$ cat src/rtl/slfc_pkg.sv
`default_nettype none
package slfc_pkg;

	// sync pair and control frame constants
	localparam logic [7:0] SYNC_FIRST     = 8'hFE;
	localparam logic [7:0] SYNC_SECOND    = 8'hFF;
	localparam logic [7:0] RESET_FLAGS    = 8'h11;
	localparam logic [7:0] CONTROL_SIZE   = 8'h00;
	localparam int         CONTROL_LENGTH = 8;

	// result kinds
	localparam logic [1:0] KIND_RESET = 2'd0;
	localparam logic [1:0] KIND_DELAY = 2'd1;
	localparam logic [1:0] KIND_FRAME = 2'd2;

	// controller to datapath commands
	typedef struct packed {
		logic take;
		logic load_ctrl;
		logic load_word;
		logic rd_en;
		logic row_clr;
		logic row_inc;
	} slfc_cmd_t;

	// datapath to controller status
	typedef struct packed {
		logic ctrl_done;
		logic frame_done;
		logic out_free;
		logic last_row;
	} slfc_stat_t;

endpackage
`default_nettype wire

$ cat src/rtl/slfc_datapath.sv
`default_nettype none
module slfc_datapath import slfc_pkg::*; #(
	parameter int STORE_DEPTH = 256
) (
	input  wire logic       clk,
	input  wire logic       arst_n,
	input  wire logic [7:0] data_byte,
	input  wire slfc_cmd_t  cmd,
	output slfc_stat_t      stat,
	input  wire logic       out_stall,
	output logic            out_valid,
	output logic [1:0]      event_kind,
	output logic [7:0]      read_delay,
	output logic [7:0]      write_delay,
	output logic [7:0]      lane_zero,
	output logic [7:0]      lane_one,
	output logic [7:0]      lane_two,
	output logic [7:0]      lane_three,
	output logic [2:0]      byte_count,
	output logic            last_word
);

	localparam int FW   = $clog2(STORE_DEPTH + 3);
	localparam int ROWS = (STORE_DEPTH + 3) / 4;
	localparam int RW   = (ROWS > 1) ? $clog2(ROWS) : 1;
	localparam int CW   = (FW > 8) ? FW : 8;
	localparam logic [FW-1:0] FULL_COUNT = FW'(STORE_DEPTH + 2);

	logic [FW-1:0] fill_q, fill_d, idx, nxt;
	logic [RW-1:0] wrow, row_q;
	logic [7:0]    size_q, flags_q, rdelay_q, wdelay_q;
	logic [7:0]    size_now, size_m1;
	logic          store_en, ctrl_hit, frame_hit;
	logic [2:0]    cnt;
	logic [7:0]    rdata_q [4];

	logic          out_valid_q, last_q;
	logic [1:0]    kind_q;
	logic [7:0]    rd_q, wr_q;
	logic [7:0]    lane_q [4];
	logic [2:0]    cnt_q;

	// frame tracking for the incoming byte
	always_comb begin
		idx       = fill_q - FW'(2);
		nxt       = fill_q + FW'(1);
		wrow      = RW'(idx >> 2);
		size_now  = (idx == '0) ? data_byte : size_q;
		ctrl_hit  = (CW'(nxt) == CW'(CONTROL_LENGTH)) && (size_now == CONTROL_SIZE);
		frame_hit = (CW'(nxt) > CW'(3)) && (size_now != 8'h00)
			&& ((CW'(nxt) - CW'(2)) == CW'(size_now));
		store_en  = 1'b0;
		fill_d    = fill_q;
		if (fill_q >= FULL_COUNT) begin
			fill_d = fill_q;
		end else if (fill_q == FW'(0)) begin
			if (data_byte == SYNC_FIRST) begin
				fill_d = FW'(1);
			end
		end else if (fill_q == FW'(1)) begin
			fill_d = (data_byte == SYNC_SECOND) ? FW'(2) : FW'(0);
		end else begin
			store_en = 1'b1;
			fill_d   = (ctrl_hit || frame_hit) ? FW'(0) : nxt;
		end
	end

	// word lane count
	always_comb begin
		size_m1 = size_q - 8'd1;
		stat.last_row = (size_m1[7:2] == 6'(row_q));
		cnt = stat.last_row ? ({1'b0, size_m1[1:0]} + 3'd1) : 3'd4;
		stat.ctrl_done  = store_en && ctrl_hit;
		stat.frame_done = store_en && frame_hit;
		stat.out_free   = !out_valid_q || !out_stall;
	end

	// control registers
	always_ff @(posedge clk or negedge arst_n) begin
		if (!arst_n) begin
			fill_q      <= '0;
			row_q       <= '0;
			out_valid_q <= 1'b0;
		end else begin
			if (cmd.take) begin
				fill_q <= fill_d;
			end
			if (cmd.row_clr) begin
				row_q <= '0;
			end else if (cmd.row_inc) begin
				row_q <= row_q + RW'(1);
			end
			if (cmd.load_ctrl || cmd.load_word) begin
				out_valid_q <= 1'b1;
			end else if (!out_stall) begin
				out_valid_q <= 1'b0;
			end
		end
	end

	// header bytes kept aside
	always_ff @(posedge clk) begin
		if (cmd.take && store_en) begin
			if (idx == FW'(0)) begin
				size_q <= data_byte;
			end else if (idx == FW'(1)) begin
				flags_q <= data_byte;
			end else if (idx == FW'(2)) begin
				rdelay_q <= data_byte;
			end else if (idx == FW'(3)) begin
				wdelay_q <= data_byte;
			end
		end
	end

	// frame store, one bank per byte lane
	for (genvar j = 0; j < 4; j++) begin : g_lane
		logic [7:0] mem [ROWS];
		always_ff @(posedge clk) begin
			if (cmd.take && store_en && (idx[1:0] == 2'(j))) begin
				mem[wrow] <= data_byte;
			end
			if (cmd.rd_en) begin
				rdata_q[j] <= mem[row_q];
			end
		end
	end

	// output register
	always_ff @(posedge clk) begin
		if (cmd.load_ctrl) begin
			kind_q <= (flags_q == RESET_FLAGS) ? KIND_RESET : KIND_DELAY;
			rd_q   <= (flags_q == RESET_FLAGS) ? 8'h00 : rdelay_q;
			wr_q   <= (flags_q == RESET_FLAGS) ? 8'h00 : wdelay_q;
			for (int j = 0; j < 4; j++) begin
				lane_q[j] <= 8'h00;
			end
			cnt_q  <= 3'd0;
			last_q <= 1'b0;
		end else if (cmd.load_word) begin
			kind_q <= KIND_FRAME;
			rd_q   <= 8'h00;
			wr_q   <= 8'h00;
			for (int j = 0; j < 4; j++) begin
				lane_q[j] <= (3'(j) < cnt) ? rdata_q[j] : 8'h00;
			end
			cnt_q  <= cnt;
			last_q <= stat.last_row;
		end
	end

	assign out_valid   = out_valid_q;
	assign event_kind  = kind_q;
	assign read_delay  = rd_q;
	assign write_delay = wr_q;
	assign lane_zero   = lane_q[0];
	assign lane_one    = lane_q[1];
	assign lane_two    = lane_q[2];
	assign lane_three  = lane_q[3];
	assign byte_count  = cnt_q;
	assign last_word   = last_q;

endmodule
`default_nettype wire

$ cat src/rtl/slfc_ctrl.sv
`default_nettype none
module slfc_ctrl import slfc_pkg::*; (
	input  wire logic       clk,
	input  wire logic       arst_n,
	input  wire logic       in_valid,
	output logic            in_stall,
	input  wire slfc_stat_t stat,
	output slfc_cmd_t       cmd
);

	typedef enum logic [1:0] {
		S_COLLECT,
		S_CTRL,
		S_READ,
		S_LOAD
	} state_t;

	state_t state_q;

	// commands from the current state
	always_comb begin
		cmd           = '0;
		in_stall      = (state_q != S_COLLECT);
		cmd.take      = in_valid && (state_q == S_COLLECT);
		cmd.row_clr   = cmd.take && stat.frame_done;
		cmd.rd_en     = (state_q == S_READ);
		cmd.load_ctrl = (state_q == S_CTRL) && stat.out_free;
		cmd.load_word = (state_q == S_LOAD) && stat.out_free;
		cmd.row_inc   = cmd.load_word && !stat.last_row;
	end

	// sequencer
	always_ff @(posedge clk or negedge arst_n) begin
		if (!arst_n) begin
			state_q <= S_COLLECT;
		end else begin
			case (state_q)
				S_COLLECT: begin
					if (cmd.take && stat.ctrl_done) begin
						state_q <= S_CTRL;
					end else if (cmd.take && stat.frame_done) begin
						state_q <= S_READ;
					end
				end
				S_CTRL: begin
					if (stat.out_free) begin
						state_q <= S_COLLECT;
					end
				end
				S_READ: begin
					state_q <= S_LOAD;
				end
				S_LOAD: begin
					if (stat.out_free) begin
						state_q <= stat.last_row ? S_COLLECT : S_READ;
					end
				end
				default: begin
					state_q <= S_COLLECT;
				end
			endcase
		end
	end

endmodule
`default_nettype wire

$ cat src/rtl/sync_length_frame_collector.sv
// Bytes are taken one per cycle while collecting; a byte that ends no frame does not stall.
// After a control frame, the control state loads its result once the output is free.
// A data frame is read from the four-bank lane store one row per word: the read state
// registers the row and the load state then loads the word into the output register;
// the input stays stalled until the last word is loaded, which waits on output stalls.
// Reset clears the byte counter, sequencer and output valid; the store needs no clearing.
`default_nettype none
module sync_length_frame_collector import slfc_pkg::*; #(
	parameter int STORE_DEPTH = 256
) (
	input  wire logic       clk,
	input  wire logic       arst_n,
	input  wire logic       in_valid,
	output logic            in_stall,
	input  wire logic [7:0] data_byte,
	output logic            out_valid,
	input  wire logic       out_stall,
	output logic [1:0]      event_kind,
	output logic [7:0]      read_delay,
	output logic [7:0]      write_delay,
	output logic [7:0]      lane_zero,
	output logic [7:0]      lane_one,
	output logic [7:0]      lane_two,
	output logic [7:0]      lane_three,
	output logic [2:0]      byte_count,
	output logic            last_word
);

	slfc_cmd_t  cmd;
	slfc_stat_t stat;

	// sequencer
	slfc_ctrl u_ctrl (
		.clk      (clk),
		.arst_n   (arst_n),
		.in_valid (in_valid),
		.in_stall (in_stall),
		.stat     (stat),
		.cmd      (cmd)
	);

	// counter, store and output register
	slfc_datapath #(
		.STORE_DEPTH (STORE_DEPTH)
	) u_datapath (
		.clk         (clk),
		.arst_n      (arst_n),
		.data_byte   (data_byte),
		.cmd         (cmd),
		.stat        (stat),
		.out_stall   (out_stall),
		.out_valid   (out_valid),
		.event_kind  (event_kind),
		.read_delay  (read_delay),
		.write_delay (write_delay),
		.lane_zero   (lane_zero),
		.lane_one    (lane_one),
		.lane_two    (lane_two),
		.lane_three  (lane_three),
		.byte_count  (byte_count),
		.last_word   (last_word)
	);

endmodule
`default_nettype wire
$ cat config.mk
export PLATFORM = sky130hd
export DESIGN_NAME = sync_length_frame_collector
export DESIGN_NICKNAME = d
export VERILOG_FILES = /design/src/rtl/slfc_pkg.sv /design/src/rtl/slfc_datapath.sv /design/src/rtl/slfc_ctrl.sv /design/src/rtl/sync_length_frame_collector.sv
export SDC_FILE = /design/constraint.sdc
export NUM_CORES = 2
export LEC_CHECK = 0
export ABC_AREA = 0
export BUFFER_PORTS_ARGS = -buffer_cell sky130_fd_sc_hd__buf_2
export CAP_MARGIN = 20
export CORE_MARGIN = 3
export CORE_UTILIZATION = 30
export CTS_BUF_LIST = sky130_fd_sc_hd__clkbuf_8
export DETAILED_ROUTE_END_ITERATION = 12
export PLACE_DENSITY = 0.56
export SETUP_SLACK_MARGIN = 0.15
export SLEW_MARGIN = 15
export SYNTH_ARGS = -nofsm -noshare
export SYNTH_HDL_FRONTEND = slang
export SYNTH_SLANG_ARGS = --single-unit
export TNS_END_PERCENT = 1
$ cat constraint.sdc
create_clock -name clk -period 4.7 [get_ports clk]
set_input_delay 0.235 -clock clk [delete_from_list [all_inputs] [get_ports clk]]
set_output_delay 0.235 -clock clk [all_outputs]
set_load 0.05 [all_outputs]
======== Word-level counts from Yosys, hierarchy flattened ========
Memory sizes are Yosys's and may differ from the RTL's.
Cells that the tools add are included.
storage, ports and cells
  RAM bits ................................ 2112
  memories kept ........................... 6
  logic and storage cells ................. 147
  register bits ........................... 72
memory list
  name                      words  width  rd ports  clocked after Yosys merged registers in  write ports  RTL line              RTL
  u_datapath.g_lane[0].mem  64     8      1         0                                        1            slfc_datapath.sv:118  logic [7:0] mem [ROWS];
  u_datapath.g_lane[1].mem  64     8      1         0                                        1            slfc_datapath.sv:118
  u_datapath.g_lane[2].mem  64     8      1         0                                        1            slfc_datapath.sv:118
  u_datapath.g_lane[3].mem  64     8      1         0                                        1            slfc_datapath.sv:118
  u_datapath.lane_q         4      8      4         0                                        4            slfc_datapath.sv:40   logic [7:0] lane_q [4];
  u_datapath.rdata_q        4      8      4         0                                        4            slfc_datapath.sv:35   logic [7:0] rdata_q [4];
operators by class
  equality and inequality tests ........... 21
  bitwise operators ....................... 8
  $lt $le $gt $ge ......................... 6
  reductions and logical operators ........ 36
  add/sub/neg operators ................... 6
  mux-type cells .......................... 51
operator list
  kind                   number
  $mux W8                14
  $mux W9                4
  $mux W1                21
  $eq A9 B1 Y1 const B   2
  $eq A9 B2 Y1 const B   2
  $logic_not A9 Y1       2
  $sub A9 B2 Y9 const B  2
  $eq A8 B8 Y1 const B   2
  $logic_and A1 B1 Y1    16
  $mux W2                8
  $mux W6                2
  $add A9 B1 Y9 const B  1
  $eq A9 B4 Y1 const B   1
  $eq A9 B8 Y1           1
  $ge A9 B9 Y1 const B   1
  $gt A9 B2 Y1 const B   1
  $reduce_and A3 Y1      3
  $eq A2 B2 Y1 const B   4
  $eq A8 B5 Y1 const B   1
  $logic_not A8 Y1       1
  $pmux W2 S4            1
  $reduce_bool A8 Y1     1
  $sub A8 B1 Y8 const B  1
  $add A6 B1 Y6 const B  1
  other kinds (17)       35

======== Longest topological paths before layout ========
  depth in word-level cells ............... 11
  mapped depth ............................ 15
  depth with buffers taken out ............ 12

======== Modules after synthesis ========
From an unflattened synthesis, not the netlist that was laid out.
unflattened totals
  cells, all modules ...................... 3724
  area, all modules ....................... 84830.1 um2
by module, submodules not included
  module         cells an instance  instances  sequential area each (um2)  area an instance (um2)
  slfc_datapath  3707               1          65402.7                     84698.7
  slfc_ctrl      17                 1          50.0                        131.4

======== Worst setup path after synthesis ========
No wires, ideal clock.
  kind .................................... register to register
  start ................................... reg u_datapath.fill_q[4]
  end ..................................... mem u_datapath.g_lane[2].mem[44][0] (enable)
  slack ................................... 0.924 ns
  cell stages (with the launch flop) ...... 14
  setup time .............................. 0.383 ns
  required time ........................... 4.317 ns
  arrival time ............................ 3.392 ns
  clock period less this slack ............ 3.776 ns
  cell sequence ........................... dfrtp_1 clkbuf_1 or4_1 a21oi_1 nand3b_1 nand2_1 nand3_1 or3_1 clkbuf_1 clkinv_1 nand2_1 clkbuf_1 buf_1 nor3_1
between the ends
  word-level cells in the longest chain between the ends .. 8
  elaborated cells between the ends (all ways) .. 11
  those cells by class .................... add/sub (1); order compare (1); eq/ne (1); mux (5); reduce/logical (3)
ends and longest elaborated chain
  element                                                               RTL line              RTL
  start, declared                                                       slfc_datapath.sv:29   logic [FW-1:0] fill_q, fill_d, idx, nxt;
  start signal, assigned                                                slfc_datapath.sv:86   fill_q <= fill_d;
  parallel branches: the longest is 8 deep, another holds $ge A9 B9 Y1  -
  end, declared                                                         slfc_datapath.sv:118
Parallel ways; which one is timed is not known.

======== Final worst setup path ========
  start ................................... reg u_datapath.fill_q[2]
  end ..................................... reg u_datapath.fill_q[1]
between the ends
  word-level cells in the longest chain between the ends .. 10
  elaborated cells between the ends (all ways) .. 23
  those cells by class .................... add/sub (3); order compare (2); eq/ne (4); mux (4); bitwise (1); reduce/logical (9)
ends and longest elaborated chain
  element                           RTL line             RTL
  $sub A9 B2 Y9 *                   slfc_datapath.sv:45  idx = fill_q - FW'(2);
  $logic_not A9 Y1 *                slfc_datapath.sv:48  size_now = (idx == '0) ? data_byte : size_q;
  $mux W8 *                         slfc_datapath.sv:48
  named net u_datapath.size_now[2]  slfc_datapath.sv:32  logic [7:0] size_now, size_m1;
  $reduce_bool A8 Y1                slfc_datapath.sv:50  frame_hit = (CW'(nxt) > CW'(3)) && (size_now != 8'h00)
  $logic_and A1 B1 Y1               slfc_datapath.sv:50
  $logic_and A1 B1 Y1               slfc_datapath.sv:51  && ((CW'(nxt) - CW'(2)) == CW'(size_now));
  $logic_or A1 B1 Y1 *              slfc_datapath.sv:64  fill_d = (ctrl_hit || frame_hit) ? FW'(0) : nxt;
  $mux W9 *                         slfc_datapath.sv:64
  $mux W9 *                         slfc_datapath.sv:60  end else if (fill_q == FW'(1)) begin
  $mux W9 *                         slfc_datapath.sv:56  end else if (fill_q == FW'(0)) begin
Mark *: on every way through the listed nets, which the timed path passes. The rest lies on a longest branch.
A chain may end at the register's enable or synchronous reset.

==> summary.md <==
| Metric | Value |
|---|---|
| Buf/Inv on CP | 1 |
| DR WL/cell | ~26 um |
| Mapped Avg Cell Area | 23.1 um2 |
| GRT Overall Usage | 0.148 |
| HPWL Detailed | 131,000 um |
| Number of port buffers | 67 |
| CTS max path bufs | 4 |
| Final Max Tran Viols | 0 |
| Tcrit/Tclk final | 0.903 |
| Routed wire length | 216,000 um |
| Iter 0 DRT Violations | 4,157 |
| Critical path required time | ~5.6 ns |
| Setup_tns | 0 ns |
| Clock slew at reported path FFs | 0.06 ns |
| Post-CTS setup repair buffer count | 0 |
| Router iterations before antenna repair | 7 |
| Post-Synthesis Net Count | approximately 3.7k |
| Class of the worst hold path | input port to flip-flop |
| RSZ-0062 raised after global routing | false |
| Worst-margin pin slew | 1.12 ns |
| Most common cell after layout, fill and taps aside | edfxtp_1 |
| # rows | 194 |
| Worst Skew | roughly 0.08 ns |
| Max Cap Viol | 0 |
| Syn Inst Count | ~3.7k |
| Via count | roughly 40k |
| Largest net degree at the start of global routing | 165 |
| Worst path arrival time | 5.15 ns |
| Predominant post-synthesis flop cell | edfxtp_1 |
| Slowest stage delay, CP | 0.53 ns |
| Asr flop ratio synth | 0.00824 |
| Final net count | approximately 4.2k |
| CP endpoint kind | flip-flop |
| Tmin final | 4.25 ns |
| Synthesized cell area | 0.0848 mm2 |
| GRT Residual Overflow | 0 |
| Detail Route Antenna Nets | 0 |
| Non-Filler Instances | 8,191 |
| Area Overhead vs Synth | 16.2% |
| CTS buffer count | 372 |
| PD cells | 465 mW/mm2 |
| Delay-heaviest family, CP | simple AND/OR/NAND/NOR gates |
| Synth Warn # | 0 |
| Starting Density | 0.303 |
| Die width | 538 um |
| Setup WS pre-CTS | between 0.3 and 0.4 ns |
| Die ar. | just under 0.3 mm2 |
| Final Hold Vio Count | 0 |
| Kind of critical path | flip-flop to flip-flop |
| Post-synth EDFFs | 2,162 |
| # clock sinks | about 2.2k |
| Final Worst Setup Slack | 0.454 ns |
| Status | complete, no violations |
| Commonest cells after routing, fill and taps aside | edfxtp_1 (2,162), mux4_2 (672), clkbuf_8 (382) |
| Sequential area share after synthesis | 0.772 |
| Worst path most repeated cell | xor2_1 |
| GPL Wtd Cong | 0.788 |
| Core box area | 0.280 mm2 |
| Startpoint type of the worst setup path | flip-flop |
| Max IR drop VDD | 0.000387 V |
| Placed insts | 7,509 |
| Vias in the first global route | roughly 42k |
| Rel. slew slack | 0.245 |
| CTS HTree Levels | 5 |
| CP cell instances | inv_1 > ha_1 > nor3b_2 > xor2_1 > nor4_4 > and4_2 > mux2_4 > xor2_1 > or4b_4 > nor3_4 > or2b_1 > o311ai_1 |
| Worst-path maximum fanout | 11 |
| Slowest cell on crit path | and4_2 |
| TritonCTS clock tree | built |
| Initial antenna violation count | 9 |
| Flops & latches, synth | 2,184 |
| Fmax | approximately 240 MHz |
| Netlist cell types | 56 |
| First-pass GRT wire length | between 300,000 and 400,000 um |
| Root buf cell | clkbuf_8 |
| Die height | 538 um |
| I/O pin total | 68 |
| Vias per inst | roughly 4.9 |
| Clock insertion delay at the later pin of the skew report | 1.06 ns |
| # setup viols final | 0 |
| Residual DRC | 0 |
| Fraction of layout instances using a drive strength above 1 | 0.342 |
| P_leak | 0.0308 uW |
tightest hold or removal path, cell delays in order:
cell and delay [ns]:
dlygate4sd3_1 0.52, buf_2 0.11, a31oi_1 0.16, nand2_1 0.11
logic make-up after synthesis:
kind of cell | share of synthesized area
xor gates and xnor gates | 0.00413
AOI/OAI and AO/OA | 0.00336
buffers and inverters | 0.0110
adders and majority gates | 0.00177
DFF | 0.772
muxes | 0.180
and+or+nand+nor | 0.0283
per-stage QoR:
stage / utilization / hold slack (ns) / total power, uW / instance area, um2
floorplan: - / -0.0606 / 26800 / 84800
global placement: 0.326 / 0.216 / 30600 / 91400
detailed placement: 0.326 / 0.227 / 30700 / 91500
CTS: 0.351 / 0.00234 / 46400 / 98300
global route: 0.352 / 0.0614 / 47600 / 98600
finish: 0.352 / 0.115 / 45800 / 98600
cells in the mapped netlist (3+ instances only):
master    instances  area share
edfxtp_1       2162        0.77
mux4_2          672        0.18
nor3_1          181       0.011
clkbuf_1        167      0.0074
nor2_1          108      0.0048
buf_1            56      0.0025
and2_1           52      0.0038
nand2_1          37      0.0016
nand3_1          29      0.0017
xnor2_1          28      0.0029
dfrtp_1          18      0.0053
inv_1            18     0.00080
nand2b_1         14      0.0010
ha_1             12      0.0018
xor2_1           12      0.0012
or3_1            10     0.00074
o21ai_0           9     0.00053
mux2i_1           8     0.00094
a21oi_1           7     0.00041
and3_1            7     0.00052
nand4_1           7     0.00052
nor4_1            5     0.00037
a21o_1            4     0.00035
dfxtp_1           4     0.00094
nor4b_1           4     0.00041
or2_2             4     0.00029
a211oi_1          3     0.00027
a31oi_1           3     0.00022
o21ai_1           3     0.00018
o31ai_1           3     0.00027
sequential cells by signal, summed over array words and instances, names as in the netlist, 3 cells and up:
| name | cells |
|---|---|
| u_datapath.byte_count | 3 |
| u_datapath.fill_q | 9 |
| u_datapath.flags_q | 8 |
| u_datapath.g_lane.mem | 2048 |
| u_datapath.lane_q | 32 |
| u_datapath.rdata_q | 32 |
| u_datapath.rdelay_q | 8 |
| u_datapath.read_delay | 8 |
| u_datapath.row_q | 6 |
| u_datapath.size_q | 8 |
| u_datapath.wdelay_q | 8 |
| u_datapath.write_delay | 8 |
layout make-up:
type | instances | area (um2)
fill | 25800 | 182000
inverter | 19 | 72.6
timing repair buffer | 374 | 3060
tap | 3724 | 4660
clock inverter | 252 | 1360
sequential | 2184 | 65500
clock buffer | 382 | 5260
multi-input combinational | 1251 | 18700
antenna | 5 | 12.5
repair_timing:
item / in CTS / in global routing
endpoints found under the hold margin: 684 / 0
gates resized for setup: 0 / 1
setup endpoints to repair: 0 / 6
hold buffers: 14 / 0
per-layer routing:
metal  vias up  track usage  wire length (um)
met3       366       0.0282             13200
met5         -            0                13
met4         2       0.0446              5590
met2      1480        0.243            106000
li1      16800            -                 -
met1     21800        0.201             90800
path summary, 6_finish.rpt:
check	end	startpoint	slack [ns]	cells after the start
max	u_datapath.fill_q[1]$_DFFE_PN0P_	u_datapath.fill_q[2]$_DFFE_PN0P_	0.45	12
min	u_ctrl.state_q[0]$_DFFE_PN0P_	out_stall	0.11	4
max reg2reg	u_datapath.fill_q[1]$_DFFE_PN0P_	u_datapath.fill_q[2]$_DFFE_PN0P_	0.45	12
min reg2reg	u_datapath.last_word$_SDFFE_PP0P_	u_datapath.last_word$_SDFFE_PP0P_	0.44	2
max in group asynchronous	u_datapath.row_q[4]$_DFFE_PN0P_	arst_n	3.42	3
min in group asynchronous	u_datapath.fill_q[4]$_DFFE_PN0P_	arst_n	0.51	3
power breakdown:
group          total, uW  internal [uW]  switching (uW)
clock network      15600           8190            7410
logic               8100           2710            5380
registers          22100          21900             224
total              45800          32800           13000
Note: power is estimated with default switching activity, not from simulation.
